**src/rtl/agas_pkg.sv**
```systemverilog
// ----------------------------------------------------------------------------
// agas_pkg
// Shared types, register indexes, constants and the control store of the
// two-axis aiming stepper.
// ----------------------------------------------------------------------------
package agas_pkg;

    // configuration port
    localparam int CFG_IDX_W  = 3;
    localparam int CFG_DATA_W = 16;

    localparam logic [CFG_IDX_W-1:0] CFG_SCALE_FLOOR  = 3'd0;
    localparam logic [CFG_IDX_W-1:0] CFG_SCALE_CEIL   = 3'd1;
    localparam logic [CFG_IDX_W-1:0] CFG_SETTLE_BAND  = 3'd2;
    localparam logic [CFG_IDX_W-1:0] CFG_SETTLE_LIMIT = 3'd3;
    localparam logic [CFG_IDX_W-1:0] CFG_MIN_STEP     = 3'd4;

    localparam logic [15:0] DEF_SCALE_FLOOR  = 16'd410;
    localparam logic [15:0] DEF_SCALE_CEIL   = 16'd16384;
    localparam logic [7:0]  DEF_SETTLE_BAND  = 8'd3;
    localparam logic [7:0]  DEF_SETTLE_LIMIT = 8'd5;
    localparam logic [7:0]  DEF_MIN_STEP     = 8'd8;

    typedef struct packed {
        logic [15:0] scale_floor;
        logic [15:0] scale_ceil;
        logic [7:0]  settle_band;
        logic [7:0]  settle_limit;
        logic [7:0]  min_step;
    } cfg_t;

    // error magnitude thresholds for the base step
    localparam int BIG_ERR = 50;
    localparam int MID_ERR = 20;

    // base step in twentieths: small, middle, large
    localparam int BASE_X_SMALL = 6;
    localparam int BASE_X_MID   = 8;
    localparam int BASE_X_LARGE = 12;
    localparam int BASE_Y_SMALL = 6;
    localparam int BASE_Y_MID   = 7;
    localparam int BASE_Y_LARGE = 10;

    // gain factors in twentieths
    localparam int GAIN_SHRINK = 16;
    localparam int GAIN_GROW   = 22;

    localparam logic AXIS_X = 1'b0;
    localparam logic AXIS_Y = 1'b1;

    // microcode
    localparam int PC_W = 4;

    typedef enum logic [2:0] {
        OP_NOP,
        OP_SETTLE,
        OP_GAIN_MUL,
        OP_GAIN_SET,
        OP_STEP_MUL,
        OP_APPLY,
        OP_EMIT
    } op_t;

    typedef struct packed {
        op_t             op;
        logic            axis;
        logic            jump_stop;  // branch to target when the axis is settled
        logic [PC_W-1:0] target;
        logic            wait_out;   // hold here until the output slot is free
        logic            last;
    } uword_t;

    typedef struct packed {
        logic stop;      // settle test says: no step on this axis
        logic out_free;  // output register can take a result this cycle
    } dp_status_t;

    localparam logic [PC_W-1:0] PC_APPLY_X = 4'd4;
    localparam logic [PC_W-1:0] PC_APPLY_Y = 4'd9;

    localparam uword_t UW_IDLE = '{OP_NOP, AXIS_X, 1'b0, '0, 1'b0, 1'b1};

    function automatic uword_t ucode(input logic [PC_W-1:0] pc);
        uword_t w;
        w = UW_IDLE;
        case (pc)
            4'd0:    w = '{OP_SETTLE,   AXIS_X, 1'b1, PC_APPLY_X, 1'b0, 1'b0};
            4'd1:    w = '{OP_GAIN_MUL, AXIS_X, 1'b0, '0,         1'b0, 1'b0};
            4'd2:    w = '{OP_GAIN_SET, AXIS_X, 1'b0, '0,         1'b0, 1'b0};
            4'd3:    w = '{OP_STEP_MUL, AXIS_X, 1'b0, '0,         1'b0, 1'b0};
            4'd4:    w = '{OP_APPLY,    AXIS_X, 1'b0, '0,         1'b0, 1'b0};
            4'd5:    w = '{OP_SETTLE,   AXIS_Y, 1'b1, PC_APPLY_Y, 1'b0, 1'b0};
            4'd6:    w = '{OP_GAIN_MUL, AXIS_Y, 1'b0, '0,         1'b0, 1'b0};
            4'd7:    w = '{OP_GAIN_SET, AXIS_Y, 1'b0, '0,         1'b0, 1'b0};
            4'd8:    w = '{OP_STEP_MUL, AXIS_Y, 1'b0, '0,         1'b0, 1'b0};
            4'd9:    w = '{OP_APPLY,    AXIS_Y, 1'b0, '0,         1'b0, 1'b0};
            4'd10:   w = '{OP_EMIT,     AXIS_X, 1'b0, '0,         1'b1, 1'b1};
            default: w = UW_IDLE;
        endcase
        return w;
    endfunction

endpackage

```
**src/rtl/adaptive_gain_aim_stepper.sv**
```systemverilog
// ----------------------------------------------------------------------------
// adaptive_gain_aim_stepper
// Two-axis servo aiming stepper with adaptive gain and settle detection.
// ----------------------------------------------------------------------------
// One item in, one result out. A small microprogram runs the x axis and then
// the y axis through one shared multiplier: settle test, gain product, gain
// clamp with the error-times-base product, step product, target. An item is
// taken only once the program for the last one has ended; each axis that
// is settled skips three steps. The single multiplier and the serial walk
// over the two axes set how long an item takes; a result that is not taken
// holds the program at its last step. The result register lets a finished
// result wait while the next item is worked on up to that step.
// Configuration is written through a plain write port; the user must write
// it only while the block is idle, which the block itself does not enforce.
module adaptive_gain_aim_stepper #(
    parameter int ERROR_BITS      = 10,
    parameter int POSITION_BITS   = 16,
    parameter int SCALE_FRAC_BITS = 12,
    localparam int S_TDATA_W = ((2 * ERROR_BITS + 2 * POSITION_BITS + 7) / 8) * 8,
    localparam int M_TDATA_W = ((2 * POSITION_BITS + 2 + 7) / 8) * 8
) (
    input  logic                              aclk,
    input  logic                              aresetn,
    input  logic                              s_tvalid,
    output logic                              s_tready,
    // error_x, error_y, position_x, position_y
    input  logic [S_TDATA_W-1:0]              s_tdata,
    output logic                              m_tvalid,
    input  logic                              m_tready,
    // move_x, target_x, move_y, target_y
    output logic [M_TDATA_W-1:0]              m_tdata,
    input  logic                              cfg_wr_en,
    input  logic [agas_pkg::CFG_IDX_W-1:0]    cfg_wr_index,
    input  logic [agas_pkg::CFG_DATA_W-1:0]   cfg_wr_data
);
    import agas_pkg::*;

    localparam int EB = ERROR_BITS;
    localparam int PB = POSITION_BITS;

    cfg_t cfg_reg;

    logic                 start, busy;
    uword_t               uw;
    dp_status_t           status;
    logic                 move_x, move_y;
    logic signed [PB-1:0] target_x, target_y;

    always_ff @(posedge aclk) begin
        if (!aresetn) begin
            cfg_reg.scale_floor  <= DEF_SCALE_FLOOR;
            cfg_reg.scale_ceil   <= DEF_SCALE_CEIL;
            cfg_reg.settle_band  <= DEF_SETTLE_BAND;
            cfg_reg.settle_limit <= DEF_SETTLE_LIMIT;
            cfg_reg.min_step     <= DEF_MIN_STEP;
        end else if (cfg_wr_en) begin
            case (cfg_wr_index)
                CFG_SCALE_FLOOR:  cfg_reg.scale_floor  <= cfg_wr_data;
                CFG_SCALE_CEIL:   cfg_reg.scale_ceil   <= cfg_wr_data;
                CFG_SETTLE_BAND:  cfg_reg.settle_band  <= cfg_wr_data[7:0];
                CFG_SETTLE_LIMIT: cfg_reg.settle_limit <= cfg_wr_data[7:0];
                CFG_MIN_STEP:     cfg_reg.min_step     <= cfg_wr_data[7:0];
                default: begin
                end
            endcase
        end
    end

    assign s_tready = !busy;
    assign start    = s_tvalid && !busy;

    agas_sequencer u_seq (
        .aclk    (aclk),
        .aresetn (aresetn),
        .start   (start),
        .status  (status),
        .uw      (uw),
        .busy    (busy)
    );

    agas_datapath #(
        .ERROR_BITS      (ERROR_BITS),
        .POSITION_BITS   (POSITION_BITS),
        .SCALE_FRAC_BITS (SCALE_FRAC_BITS)
    ) u_dp (
        .aclk       (aclk),
        .aresetn    (aresetn),
        .load       (start),
        .error_x    (s_tdata[EB-1:0]),
        .error_y    (s_tdata[2*EB-1:EB]),
        .position_x (s_tdata[2*EB+PB-1:2*EB]),
        .position_y (s_tdata[2*EB+2*PB-1:2*EB+PB]),
        .cfg        (cfg_reg),
        .uw         (uw),
        .status     (status),
        .m_valid    (m_tvalid),
        .m_ready    (m_tready),
        .move_x     (move_x),
        .target_x   (target_x),
        .move_y     (move_y),
        .target_y   (target_y)
    );

    assign m_tdata = M_TDATA_W'({target_y, move_y, target_x, move_x});

endmodule

```
**src/rtl/agas_sequencer.sv**
```systemverilog
// ----------------------------------------------------------------------------
// agas_sequencer
// Step counter over the control store, with the settle branch and the
// output wait.
// ----------------------------------------------------------------------------
module agas_sequencer (
    input  logic                aclk,
    input  logic                aresetn,
    input  logic                start,
    input  agas_pkg::dp_status_t status,
    output agas_pkg::uword_t    uw,
    output logic                busy
);
    import agas_pkg::*;

    logic            running_reg, running_next;
    logic [PC_W-1:0] pc_reg, pc_next;
    uword_t          word;

    always_comb begin
        word         = ucode(pc_reg);
        running_next = running_reg;
        pc_next      = pc_reg;
        if (!running_reg) begin
            if (start) begin
                running_next = 1'b1;
                pc_next      = '0;
            end
        end else if (word.wait_out && !status.out_free) begin
            pc_next = pc_reg;
        end else if (word.last) begin
            running_next = 1'b0;
        end else if (word.jump_stop && status.stop) begin
            pc_next = word.target;
        end else begin
            pc_next = PC_W'(pc_reg + 1'b1);
        end
    end

    always_ff @(posedge aclk) begin
        if (!aresetn) begin
            running_reg <= 1'b0;
            pc_reg      <= '0;
        end else begin
            running_reg <= running_next;
            pc_reg      <= pc_next;
        end
    end

    assign uw   = running_reg ? word : UW_IDLE;
    assign busy = running_reg;

endmodule

```
**src/rtl/agas_datapath.sv**
```systemverilog
// ----------------------------------------------------------------------------
// agas_datapath
// Per-axis state, one shared multiplier, step and target logic, and the
// output register. Each word works on the axis it names; emit takes both.
// ----------------------------------------------------------------------------
module agas_datapath #(
    parameter int ERROR_BITS      = 10,
    parameter int POSITION_BITS   = 16,
    parameter int SCALE_FRAC_BITS = 12
) (
    input  logic                             aclk,
    input  logic                             aresetn,
    input  logic                             load,
    input  logic signed [ERROR_BITS-1:0]     error_x,
    input  logic signed [ERROR_BITS-1:0]     error_y,
    input  logic signed [POSITION_BITS-1:0]  position_x,
    input  logic signed [POSITION_BITS-1:0]  position_y,
    input  agas_pkg::cfg_t                   cfg,
    input  agas_pkg::uword_t                 uw,
    output agas_pkg::dp_status_t             status,
    output logic                             m_valid,
    input  logic                             m_ready,
    output logic                             move_x,
    output logic signed [POSITION_BITS-1:0]  target_x,
    output logic                             move_y,
    output logic signed [POSITION_BITS-1:0]  target_y
);
    import agas_pkg::*;

    localparam int EB = ERROR_BITS;
    localparam int PB = POSITION_BITS;
    localparam int F  = SCALE_FRAC_BITS;

    localparam int PROD1_W = EB + F;                      // |e| * base
    localparam int PROD_W  = EB + F + 16;                 // |e| * base * scale
    localparam int MUL_A_W = (PROD1_W > 16) ? PROD1_W : 16;
    localparam int MUL_B_W = (F + 1 > 16) ? F + 1 : 16;
    localparam int MUL_W   = MUL_A_W + MUL_B_W;
    localparam int MAG_W   = (PROD_W > 8 + 2 * F) ? PROD_W : 8 + 2 * F;
    localparam int IP_W    = MAG_W - 2 * F;
    localparam int SUM_W   = ((PB > IP_W) ? PB : IP_W) + 2;
    localparam int CMP_W   = (EB > 8) ? EB : 8;

    localparam longint unsigned ONE_Q = 64'd1 << F;

    localparam logic [MUL_B_W-1:0] C_SHRINK = MUL_B_W'((GAIN_SHRINK * ONE_Q + 10) / 20);
    localparam logic [MUL_B_W-1:0] C_GROW   = MUL_B_W'((GAIN_GROW * ONE_Q + 10) / 20);
    localparam logic [MUL_B_W-1:0] B_X_S    = MUL_B_W'((BASE_X_SMALL * ONE_Q + 10) / 20);
    localparam logic [MUL_B_W-1:0] B_X_M    = MUL_B_W'((BASE_X_MID * ONE_Q + 10) / 20);
    localparam logic [MUL_B_W-1:0] B_X_L    = MUL_B_W'((BASE_X_LARGE * ONE_Q + 10) / 20);
    localparam logic [MUL_B_W-1:0] B_Y_S    = MUL_B_W'((BASE_Y_SMALL * ONE_Q + 10) / 20);
    localparam logic [MUL_B_W-1:0] B_Y_M    = MUL_B_W'((BASE_Y_MID * ONE_Q + 10) / 20);
    localparam logic [MUL_B_W-1:0] B_Y_L    = MUL_B_W'((BASE_Y_LARGE * ONE_Q + 10) / 20);

    localparam logic [15:0] SCALE_ONE = (F >= 16) ? 16'hFFFF : 16'(ONE_Q);

    localparam logic signed [SUM_W-1:0] POS_HI = {{(SUM_W-PB+1){1'b0}}, {(PB-1){1'b1}}};
    localparam logic signed [SUM_W-1:0] POS_LO = {{(SUM_W-PB+1){1'b1}}, {(PB-1){1'b0}}};

    // captured item
    logic signed [EB-1:0] err_reg [2];
    logic signed [PB-1:0] pos_reg [2];

    // per-axis state
    logic [15:0]          scale_reg [2];
    logic signed [EB-1:0] prev_reg  [2];
    logic                 over_reg  [2];
    logic [7:0]           count_reg [2];

    // working registers
    logic [EB-1:0]    ae_reg;
    logic             stop_reg;
    logic             flip_reg;
    logic             upd_reg;
    logic [MUL_W-1:0] mul_reg;

    logic                 res_move_reg   [2];
    logic signed [PB-1:0] res_target_reg [2];

    logic                 m_valid_reg;
    logic                 out_move_x_reg, out_move_y_reg;
    logic signed [PB-1:0] out_target_x_reg, out_target_y_reg;

    // current axis
    logic                 ax;
    logic signed [EB-1:0] e_cur;
    logic signed [PB-1:0] p_cur;
    logic [EB-1:0]        ae;
    logic [15:0]          scale_cur;

    logic       settle_hit, stop_now;
    logic [7:0] count_inc, count_new;
    logic       flip;

    logic [MUL_B_W-1:0] base;
    logic [MUL_A_W-1:0] mul_a;
    logic [MUL_B_W-1:0] mul_b;
    logic [MUL_W-1:0]   mul_p;

    logic [16:0] gain_s;
    logic [15:0] scale_new;

    logic [MAG_W-1:0]       mag_raw, min_mag, mag;
    logic                   step_nz, fr_nz, dir_up;
    logic [IP_W-1:0]        ip;
    logic signed [SUM_W-1:0] p_s, ip_s, fr_s, n_up, n_dn, n_sel, t_sum;
    logic signed [PB-1:0]   t_sat;
    logic                   out_free;

    always_comb begin
        ax        = uw.axis;
        e_cur     = err_reg[ax];
        p_cur     = pos_reg[ax];
        ae        = e_cur[EB-1] ? EB'(~e_cur + 1'b1) : EB'(e_cur);
        scale_cur = scale_reg[ax];

        // settle test
        settle_hit = CMP_W'(ae) <= CMP_W'(cfg.settle_band);
        count_inc  = (count_reg[ax] == 8'hFF) ? 8'hFF : 8'(count_reg[ax] + 1'b1);
        count_new  = settle_hit ? count_inc : 8'd0;
        stop_now   = settle_hit && (count_inc > cfg.settle_limit);

        // sign flip against the stored error, both nonzero
        flip = (prev_reg[ax] != '0) && (e_cur != '0) && (prev_reg[ax][EB-1] != e_cur[EB-1]);

        // base step by error size, from the magnitude captured at settle
        if (ae_reg > EB'(BIG_ERR)) begin
            base = (ax == AXIS_Y) ? B_Y_L : B_X_L;
        end else if (ae_reg > EB'(MID_ERR)) begin
            base = (ax == AXIS_Y) ? B_Y_M : B_X_M;
        end else begin
            base = (ax == AXIS_Y) ? B_Y_S : B_X_S;
        end

        case (uw.op)
            OP_GAIN_MUL: begin
                mul_a = MUL_A_W'(scale_cur);
                mul_b = flip ? C_SHRINK : C_GROW;
            end
            OP_GAIN_SET: begin
                mul_a = MUL_A_W'(ae_reg);
                mul_b = base;
            end
            OP_STEP_MUL: begin
                mul_a = MUL_A_W'(mul_reg[PROD1_W-1:0]);
                mul_b = MUL_B_W'(scale_cur);
            end
            default: begin
                mul_a = '0;
                mul_b = '0;
            end
        endcase
        mul_p = MUL_W'(mul_a) * MUL_W'(mul_b);

        // gain clamp: each side uses only its own bound
        gain_s = mul_reg[F+16:F];
        if (flip_reg) begin
            scale_new = (gain_s < {1'b0, cfg.scale_floor}) ? cfg.scale_floor : gain_s[15:0];
        end else begin
            scale_new = (gain_s > {1'b0, cfg.scale_ceil}) ? cfg.scale_ceil : gain_s[15:0];
        end

        // step magnitude in Q(2F), raised to min_step when nonzero
        mag_raw = MAG_W'(mul_reg[PROD_W-1:0]);
        min_mag = MAG_W'(cfg.min_step) << (2 * F);
        step_nz = (mag_raw != '0);
        mag     = (step_nz && (mag_raw < min_mag)) ? min_mag : mag_raw;
        ip      = mag[MAG_W-1:2*F];
        fr_nz   = |mag[2*F-1:0];

        // y moves against its error
        dir_up = (ax == AXIS_Y) ? e_cur[EB-1] : !e_cur[EB-1];

        p_s   = SUM_W'(p_cur);
        ip_s  = SUM_W'(ip);
        fr_s  = {{(SUM_W-1){1'b0}}, fr_nz};
        n_up  = p_s + ip_s;
        n_dn  = p_s - ip_s - fr_s;
        n_sel = dir_up ? n_up : n_dn;
        // truncate toward zero: a negative result with a fraction moves up one
        t_sum = n_sel + (n_sel[SUM_W-1] ? fr_s : '0);
        if (t_sum > POS_HI) begin
            t_sat = POS_HI[PB-1:0];
        end else if (t_sum < POS_LO) begin
            t_sat = POS_LO[PB-1:0];
        end else begin
            t_sat = t_sum[PB-1:0];
        end

        out_free = !m_valid_reg || m_ready;
    end

    always_ff @(posedge aclk) begin
        if (!aresetn) begin
            for (int i = 0; i < 2; i++) begin
                scale_reg[i] <= SCALE_ONE;
                prev_reg[i]  <= '0;
                over_reg[i]  <= 1'b0;
                count_reg[i] <= '0;
            end
            stop_reg    <= 1'b0;
            flip_reg    <= 1'b0;
            upd_reg     <= 1'b0;
            m_valid_reg <= 1'b0;
        end else begin
            if (load) begin
                err_reg[0] <= error_x;
                err_reg[1] <= error_y;
                pos_reg[0] <= position_x;
                pos_reg[1] <= position_y;
            end

            case (uw.op)
                OP_SETTLE: begin
                    count_reg[ax] <= count_new;
                    stop_reg      <= stop_now;
                    ae_reg        <= ae;
                end
                OP_GAIN_MUL: begin
                    flip_reg <= flip;
                    upd_reg  <= flip || !over_reg[ax];
                    mul_reg  <= mul_p;
                end
                OP_GAIN_SET: begin
                    if (upd_reg) begin
                        scale_reg[ax] <= scale_new;
                    end
                    if (flip_reg) begin
                        over_reg[ax] <= 1'b1;
                    end
                    mul_reg <= mul_p;
                end
                OP_STEP_MUL: begin
                    mul_reg <= mul_p;
                end
                OP_APPLY: begin
                    if (stop_reg) begin
                        res_move_reg[ax]   <= 1'b0;
                        res_target_reg[ax] <= p_cur;
                    end else begin
                        prev_reg[ax]       <= e_cur;
                        res_move_reg[ax]   <= step_nz;
                        res_target_reg[ax] <= step_nz ? t_sat : p_cur;
                    end
                end
                default: begin
                end
            endcase

            if (uw.op == OP_EMIT && out_free) begin
                m_valid_reg <= 1'b1;
            end else if (m_ready) begin
                m_valid_reg <= 1'b0;
            end
        end
    end

    // result payload, no reset
    always_ff @(posedge aclk) begin
        if (uw.op == OP_EMIT && out_free) begin
            out_move_x_reg   <= res_move_reg[0];
            out_target_x_reg <= res_target_reg[0];
            out_move_y_reg   <= res_move_reg[1];
            out_target_y_reg <= res_target_reg[1];
        end
    end

    assign status.stop     = stop_now;
    assign status.out_free = out_free;
    assign m_valid  = m_valid_reg;
    assign move_x   = out_move_x_reg;
    assign target_x = out_target_x_reg;
    assign move_y   = out_move_y_reg;
    assign target_y = out_target_y_reg;

endmodule

```
**config.mk**
```make
export PLATFORM = sky130hd
export DESIGN_NAME = adaptive_gain_aim_stepper
export DESIGN_NICKNAME = d
export VERILOG_FILES = /design/src/rtl/agas_pkg.sv /design/src/rtl/adaptive_gain_aim_stepper.sv /design/src/rtl/agas_sequencer.sv /design/src/rtl/agas_datapath.sv
export SDC_FILE = /design/constraint.sdc
export NUM_CORES = 2
export LEC_CHECK = 0
export BUFFER_PORTS_ARGS = -buffer_cell sky130_fd_sc_hd__buf_2
export CORE_MARGIN = 2
export CORE_UTILIZATION = 58
export DETAILED_ROUTE_END_ITERATION = 12
export GPL_TIMING_DRIVEN = 0
export PLACE_DENSITY_LB_ADDON = 0.08
export SLEW_MARGIN = 20
export SYNTH_ARGS = -nofsm -noshare
export SYNTH_HDL_FRONTEND = slang
export SYNTH_SLANG_ARGS = --single-unit
```
**constraint.sdc**
```tcl
create_clock -name aclk -period 23.7 [get_ports aclk]
set_input_delay 2.37 -clock aclk [delete_from_list [all_inputs] [get_ports aclk]]
set_output_delay 2.37 -clock aclk [all_outputs]
set_load 0.01 [all_outputs]
```
== Word level (Yosys, flattened, before mapping) ==
Memory sizes are Yosys's and may differ from the RTL's. A register that Yosys moved wholly into a read port is not among the register bits.
Index checks and enable logic that the tools add are counted.

* Bits in writable memories: 156
* Memory bits (read-only): 160
* Memories: 9
* Latch bits: 0
* Bits in registers: 113

{| class="wikitable"
|+ Memories
! name !! depth !! bits a word !! rd ports !! clocked after Yosys merged registers in !! wr ports !! RTL line !! RTL
|-
| (no name shown) || 16 || 10 || 1 || 1 || 0 || agas_pkg.sv:86 || <nowiki>case (pc)</nowiki>
|-
| u_dp.pos_reg || 2 || 16 || 1 || 0 || 2 || agas_datapath.sv:62 || <nowiki>logic signed [PB-1:0] pos_reg [2];</nowiki>
|-
| u_dp.res_target_reg || 2 || 16 || 2 || 2 || 1 || agas_datapath.sv:78 || <nowiki>logic signed [PB-1:0] res_target_reg [2];</nowiki>
|-
| u_dp.scale_reg || 2 || 16 || 1 || 0 || 2 || agas_datapath.sv:65 || <nowiki>logic [15:0] scale_reg [2];</nowiki>
|-
| u_dp.err_reg || 2 || 10 || 1 || 0 || 2 || agas_datapath.sv:61 || <nowiki>logic signed [EB-1:0] err_reg [2];</nowiki>
|-
| u_dp.prev_reg || 2 || 10 || 1 || 0 || 2 || agas_datapath.sv:66 || <nowiki>logic signed [EB-1:0] prev_reg [2];</nowiki>
|-
| 3 more memories || - || - || - || - || - || - ||
|}

* Multipliers: 1
* Order comparisons: 9
* Equal/unequal tests: 14
* Add/sub/neg operators: 7
* Reductions and logical operators: 35
* Shift-type cells: 0
* Divide/modulo/power cells: 0
* Multiplexer cells: 70
* Bitwise logic cells: 3

{| class="wikitable"
|+ Operators with widths
! operator !! count
|-
| $mux 16 || 10
|-
| $pmux 22 s3 || 1
|-
| $pmux 16 s3 || 1
|-
| $mux 1 || 40
|-
| $lt 38x32->1 || 1
|-
| $mul 22x16->38 || 1
|-
| $mux 38 || 1
|-
| $reduce_bool 38->1 || 1
|-
| $mux 10 || 3
|-
| $mux 4 || 7
|-
| $mux 8 || 3
|-
| $reduce_or 24->1 || 1
|-
| $reduce_bool 10->1 || 2
|-
| $add 18x18->18 || 1
|-
| $gt 18x16->1 const B || 1
|-
| $lt 18x16->1 const B || 1
|-
| $mux 18 || 1
|-
| $sub 18x2->18 || 1
|-
| $add 16x15->17 || 1
|-
| $gt 17x16->1 || 1
|-
| $lt 17x16->1 || 1
|-
| $sub 16x15->17 || 1
|-
| $reduce_or 16->1 || 1
|-
| $reduce_and 2->1 || 7
|-
| 28 further kinds || 50
|}

== Longest topological paths before layout ==
An unclocked memory read counts as a cell.

* Depth in word-level cells: 14
* Depth in mapped cells: 44

== Modules after synthesis ==
A second synthesis with hierarchy kept.

* Cells, all modules: 2906
* Area, all modules: 28549.9 um^2

{| class="wikitable"
|+ By module, submodules not included
! module !! instances !! sequential area each (um^2) !! cells an instance !! area each (um^2)
|-
| agas_datapath || 1 || 7206.9 || 2591 || 25473.2
|-
| adaptive_gain_aim_stepper || 1 || 1121.1 || 224 || 2272.2
|-
| agas_sequencer || 1 || 280.3 || 91 || 804.5
|}

== Worst setup path after synthesis ==
OpenSTA, ideal clock, no wires.

* Path type: register -> register
* Start point: register u_seq.running_reg, in the netlist u_seq.busy
* End point: register u_dp.mul_reg[37], in the netlist u_dp.mag_raw[37], data pin
* Data arrival time: 10012 ps
* Clock period less this slack: 10272 ps
* Data required time: 23440 ps
* Setup time: 260 ps
* Slack: 13428 ps
* Stages on the path, launching flop included: 43
* Path buffers: 9
* Cell sequence: dfxtp_1 -> buf_6 -> and2_4 -> buf_6 -> clkbuf_1 -> buf_1 -> clkbuf_1 -> buf_1 -> clkbuf_1 -> mux2i_1 -> ha_1 -> inv_1 -> or3_1 -> nor2_1 -> a211oi_1 -> a21o_1 -> nor2_1 -> a21o_1 -> [... 7 more ...] -> inv_1 -> fa_1 -> fa_1 -> fa_1 -> inv_1 -> fa_1 -> ha_1 -> a21o_1 -> a21o_1 -> a21oi_1 -> o21ai_0 -> inv_1 -> o31a_1 -> a311oi_1 -> a311oi_1 -> o21ai_0 -> a21oi_1 -> xnor2_1

* Cells in the longest elaborated chain, start to end: 8
* Elaborated cells between the ends (all ways): 20
* Those cells by class: 1 x mul; 4 x eq/ne; 8 x mux; 4 x reduce/logical; 3 x memory

{| class="wikitable"
|+ Ends and longest elaborated chain
! what !! RTL line !! RTL
|-
| from (decl) || agas_sequencer.sv:16 || <nowiki>logic running_reg, running_next;</nowiki>
|-
| from (signal assigned) || agas_sequencer.sv:45 || <nowiki>running_reg <= running_next;</nowiki>
|-
| $mux 11 (*) || agas_sequencer.sv:50 || <nowiki>assign uw = running_reg ? word : UW_IDLE;</nowiki>
|-
| $mem_v2 2x10 (on tied branches) || - ||
|-
| $reduce_bool 10->1 || agas_datapath.sv:124 || <nowiki>flip = (prev_reg[ax] != '0) && (e_cur != '0) && (prev_reg[ax][EB-1] != e_cur[EB-1]);</nowiki>
|-
| $logic_and 1x1->1 (2 in a row) || agas_datapath.sv:124 ||
|-
| $mux 13 || agas_datapath.sv:138 || <nowiki>mul_b = flip ? C_SHRINK : C_GROW;</nowiki>
|-
| $pmux 16 s3 || agas_datapath.sv:135 || <nowiki>case (uw.op)</nowiki>
|-
| $mul 22x16->38 (*) || agas_datapath.sv:153 || <nowiki>mul_p = MUL_W'(mul_a) * MUL_W'(mul_b);</nowiki>
|-
| named net u_dp.mul_p[37] || agas_datapath.sv:98 || <nowiki>logic [MUL_W-1:0] mul_p;</nowiki>
|-
| to (signal assigned) || agas_datapath.sv:222 || <nowiki>mul_reg <= mul_p;</nowiki>
|-
| to (signal assigned) || agas_datapath.sv:231 || <nowiki>mul_reg <= mul_p;</nowiki>
|-
| to (signal assigned) || agas_datapath.sv:234 || <nowiki>mul_reg <= mul_p;</nowiki>
|-
| to (decl) || agas_datapath.sv:75 || <nowiki>logic [MUL_W-1:0] mul_reg;</nowiki>
|}

Mark *: on every way through the listed nets, which the timed path passes. The rest lies on a longest branch.
A chain may end at the register's enable or synchronous reset.

== Worst setup path after layout ==
Same ends and word-level chain as after synthesis.

==> metrics.txt <==
total detailed-routing wirelength 81.63 mm; placer congestion estimate slightly below 1; type of destination of the critical path flip-flop; first-pass GRT wire length between 100 and 150 mm; vias in the first global route around 22000; main area contributors after synthesis sky130_fd_sc_hd__edfxtp_1, sky130_fd_sc_hd__fa_1, sky130_fd_sc_hd__ha_1; FP Rows 80; via-per-instance ratio 5.888; FF-to-FF Start u_seq.busy; buffers from clock root to sink, at most 3; layout-stage area growth over the synthesis result 9.946%; overall power after layout 1333 uW; P per Cell Area between 40 and 50 nW/um^2; ranking of synthesized cells by instance count sky130_fd_sc_hd__nand2_1, sky130_fd_sc_hd__inv_1, sky130_fd_sc_hd__fa_1; total number of nets in the final design ~3700; highest routed metal layer met4; library cell occupying the most area in the post-synthesis netlist sky130_fd_sc_hd__edfxtp_1; Detailed Route Iter0 Violations about 1600; core box area approximately 48000 um^2; number of buffers inserted for hold repair after clock tree synthesis 0; met2 routed WL 37.07 mm; startpoint-to-endpoint class of the critical path reg -> reg; count of clock tree sinks roughly 310; Slowest-stage cell, CP sky130_fd_sc_hd__a31oi_1; HP Start u_dp.res_target_reg[1][1]; CTS tree done; origin of the worst setup path u_seq.busy; post-route minimum period around 14 ns; cell count after synthesis slightly below 3000; number of buffers added by the clock tree synthesis step 35; max-capacitance violation count 0; clk_lat worst skew 0.58 ns; depth of the CTS H-tree 2; overall global routing resource usage 0.3333; Worst Path Required 24.03 ns; clock transition at the register clock pins on the worst setup and hold paths after CTS roughly 0.06 ns; total of cells resized after clock tree synthesis 0; area of the die ~50000 um^2; post-synthesis area per instance ~9.5 um^2; Routed met3 length around 7 mm; antenna violations before repair 0; hold_ws around 0.42 ns; Pre-Repair DR Iteration Count 6; dominant cell by count in the synthesized netlist sky130_fd_sc_hd__nand2_1; cell repeated most along the worst path sky130_fd_sc_hd__clkbuf_1; yosys synthesis warning count 0; pin count of the biggest net entering global routing 17; fraction of the yosys area taken by sequential cells 0.3077; highest fanout seen on the critical path 10; maximum single-stage delay on the critical path 0.78 ns; CP Launch Type flip-flop; total count of max-transition violations in the final report 0; die outline height 223.6 um; number of synthesized flops with an enable pin around 240; distinct cell type count of the synthesized netlist 86; accumulated negative setup slack 0 ns; async set-reset flop share out of synthesis 0; Post-Route M1 WL about 35 mm; number of instances in the placed design 3699; die extent in x 223.6 um; Port Buf Inserts 111; total via count in the routed design 22150; endpoints failing hold 0; final antenna-violating net count 0; final HPWL from detailed placement 65.88 mm; residual DRC count 0; maximum vdd ir drop about 0.066 mV; DR WL/cell 21.70 um; cell leakage power 0.01273 uW; run status complete, no violations; Synth Register Bits between 300 and 400; class of the worst hold path reg -> reg; # Post-CTS Setup Buffers 0; Netlist Area Pre-Place between 20000 and 30000 um^2; number of ports placed on the die boundary roughly 120; Yosys top cell area share 0.2533; sum of overflow across all layers after global routing 0; Crit path max-delay family buffers and inverters; maximum operating frequency 69.69 MHz; root buffer cell sky130_fd_sc_hd__clkbuf_16; setup repair after global routing missed its margin false; slew at the pin closest to its max-slew limit around 1.1 ns; starting utilization of the core area 0.5872; Clock Skews 0.03927 ns; flip-flop count of the largest register after layout 56; arrival time reported for the critical path endpoint between 10 and 15 ns; utilization after layout 0.6456; fraction of final layout cells sized beyond drive strength 1 0.07851; Final Instance Count excl. Fillers approximately 3800; setup violators final 0; Max transition margin 0.2610; fin crit share 0.6055; count of buffer and inverter cells on the critical path 13; ys flop type sky130_fd_sc_hd__edfxtp_1
-- layout by cell type, fill, tap and decap left out, drive strengths merged, types with 58 or more instances in the layout --
cell type / instances
o21ai: 71
dfxtp: 76
xnor2: 58
clkbuf: 155
ha: 203
inv: 385
edfxtp: 236
nand2: 493
nor2: 245
a21oi: 127
buf: 148
fa: 280
mux2i: 62
-- where the power goes --
group / total (uW) / internal [uW] / leakage [uW] / switching, uW
logic: 132 / 46.1 / 0.00929 / 85.4
registers: 611 / 600 / 0.00285 / 10.9
clock network: 590 / 355 / 0.000587 / 236
total: 1330 / 1000 / 0.0127 / 332
-- per-stage QoR --
stage | area [um^2] | worst slack (ns)
after CTS | 30760 | 9.620
after floorplan | 28000 | 13.43
after global routing | 30760 | 8.880
final | 30760 | 9.350
after global placement | 29320 | 9.946
after detailed placement | 29520 | 9.709
-- logic make-up after synthesis --
kind of cell	share of synthesized area
AND/OR/NAND/NOR	0.1636
buffers and inverters	0.07236
adder cells (fa/ha/maj)	0.2911
AO/OA/AOI/OAI	0.1130
flip-flops	0.3077
XOR/XNOR	0.02473
multiplexers	0.02741
other	0.0001340
-- cell type report --
cell class              count  area [um^2]
multi-input cells        2128        17410
fillers                  4003        16880
flip-flops and latches    312         8608
inverters                 383         1438
clock buffers              42        912.1
well taps                 615        769.5
repair buffers            124        708.2
plain buffers             137        586.8
clock inverters            20        322.8
diodes                      1        2.502
-- worst paths after layout --
path / slack [ns] / depth (start not counted) / end
worst max-delay path: 9.35 / 40 / u_dp.mag_raw[37]
worst min register to register: 0.42 / 0 / m_tdata[19]
worst max register to register: 9.35 / 40 / u_dp.mag_raw[37]
worst min-delay path: 0.42 / 0 / m_tdata[19]
-- worst register-to-register path: cells and delay by family (launching register included) --
family                   cells  cell delay (ns)
buffers and inverters       13             4.95
AO/OA/AOI/OAI               11             3.38
adder cells (fa/ha/maj)      8             3.31
AND/OR/NAND/NOR              6             1.45
multiplexers                 1             0.66
flip-flops                   1             0.32
XOR/XNOR                     1             0.08
-- metal layers --
metal  track usage  up-vias
li1              -    10210
met1        0.4596    10910
met2        0.5261      864
met3       0.07162      170
met4        0.1138        0
met5             0        -
Note: power is estimated with default switching activity, not from simulation.
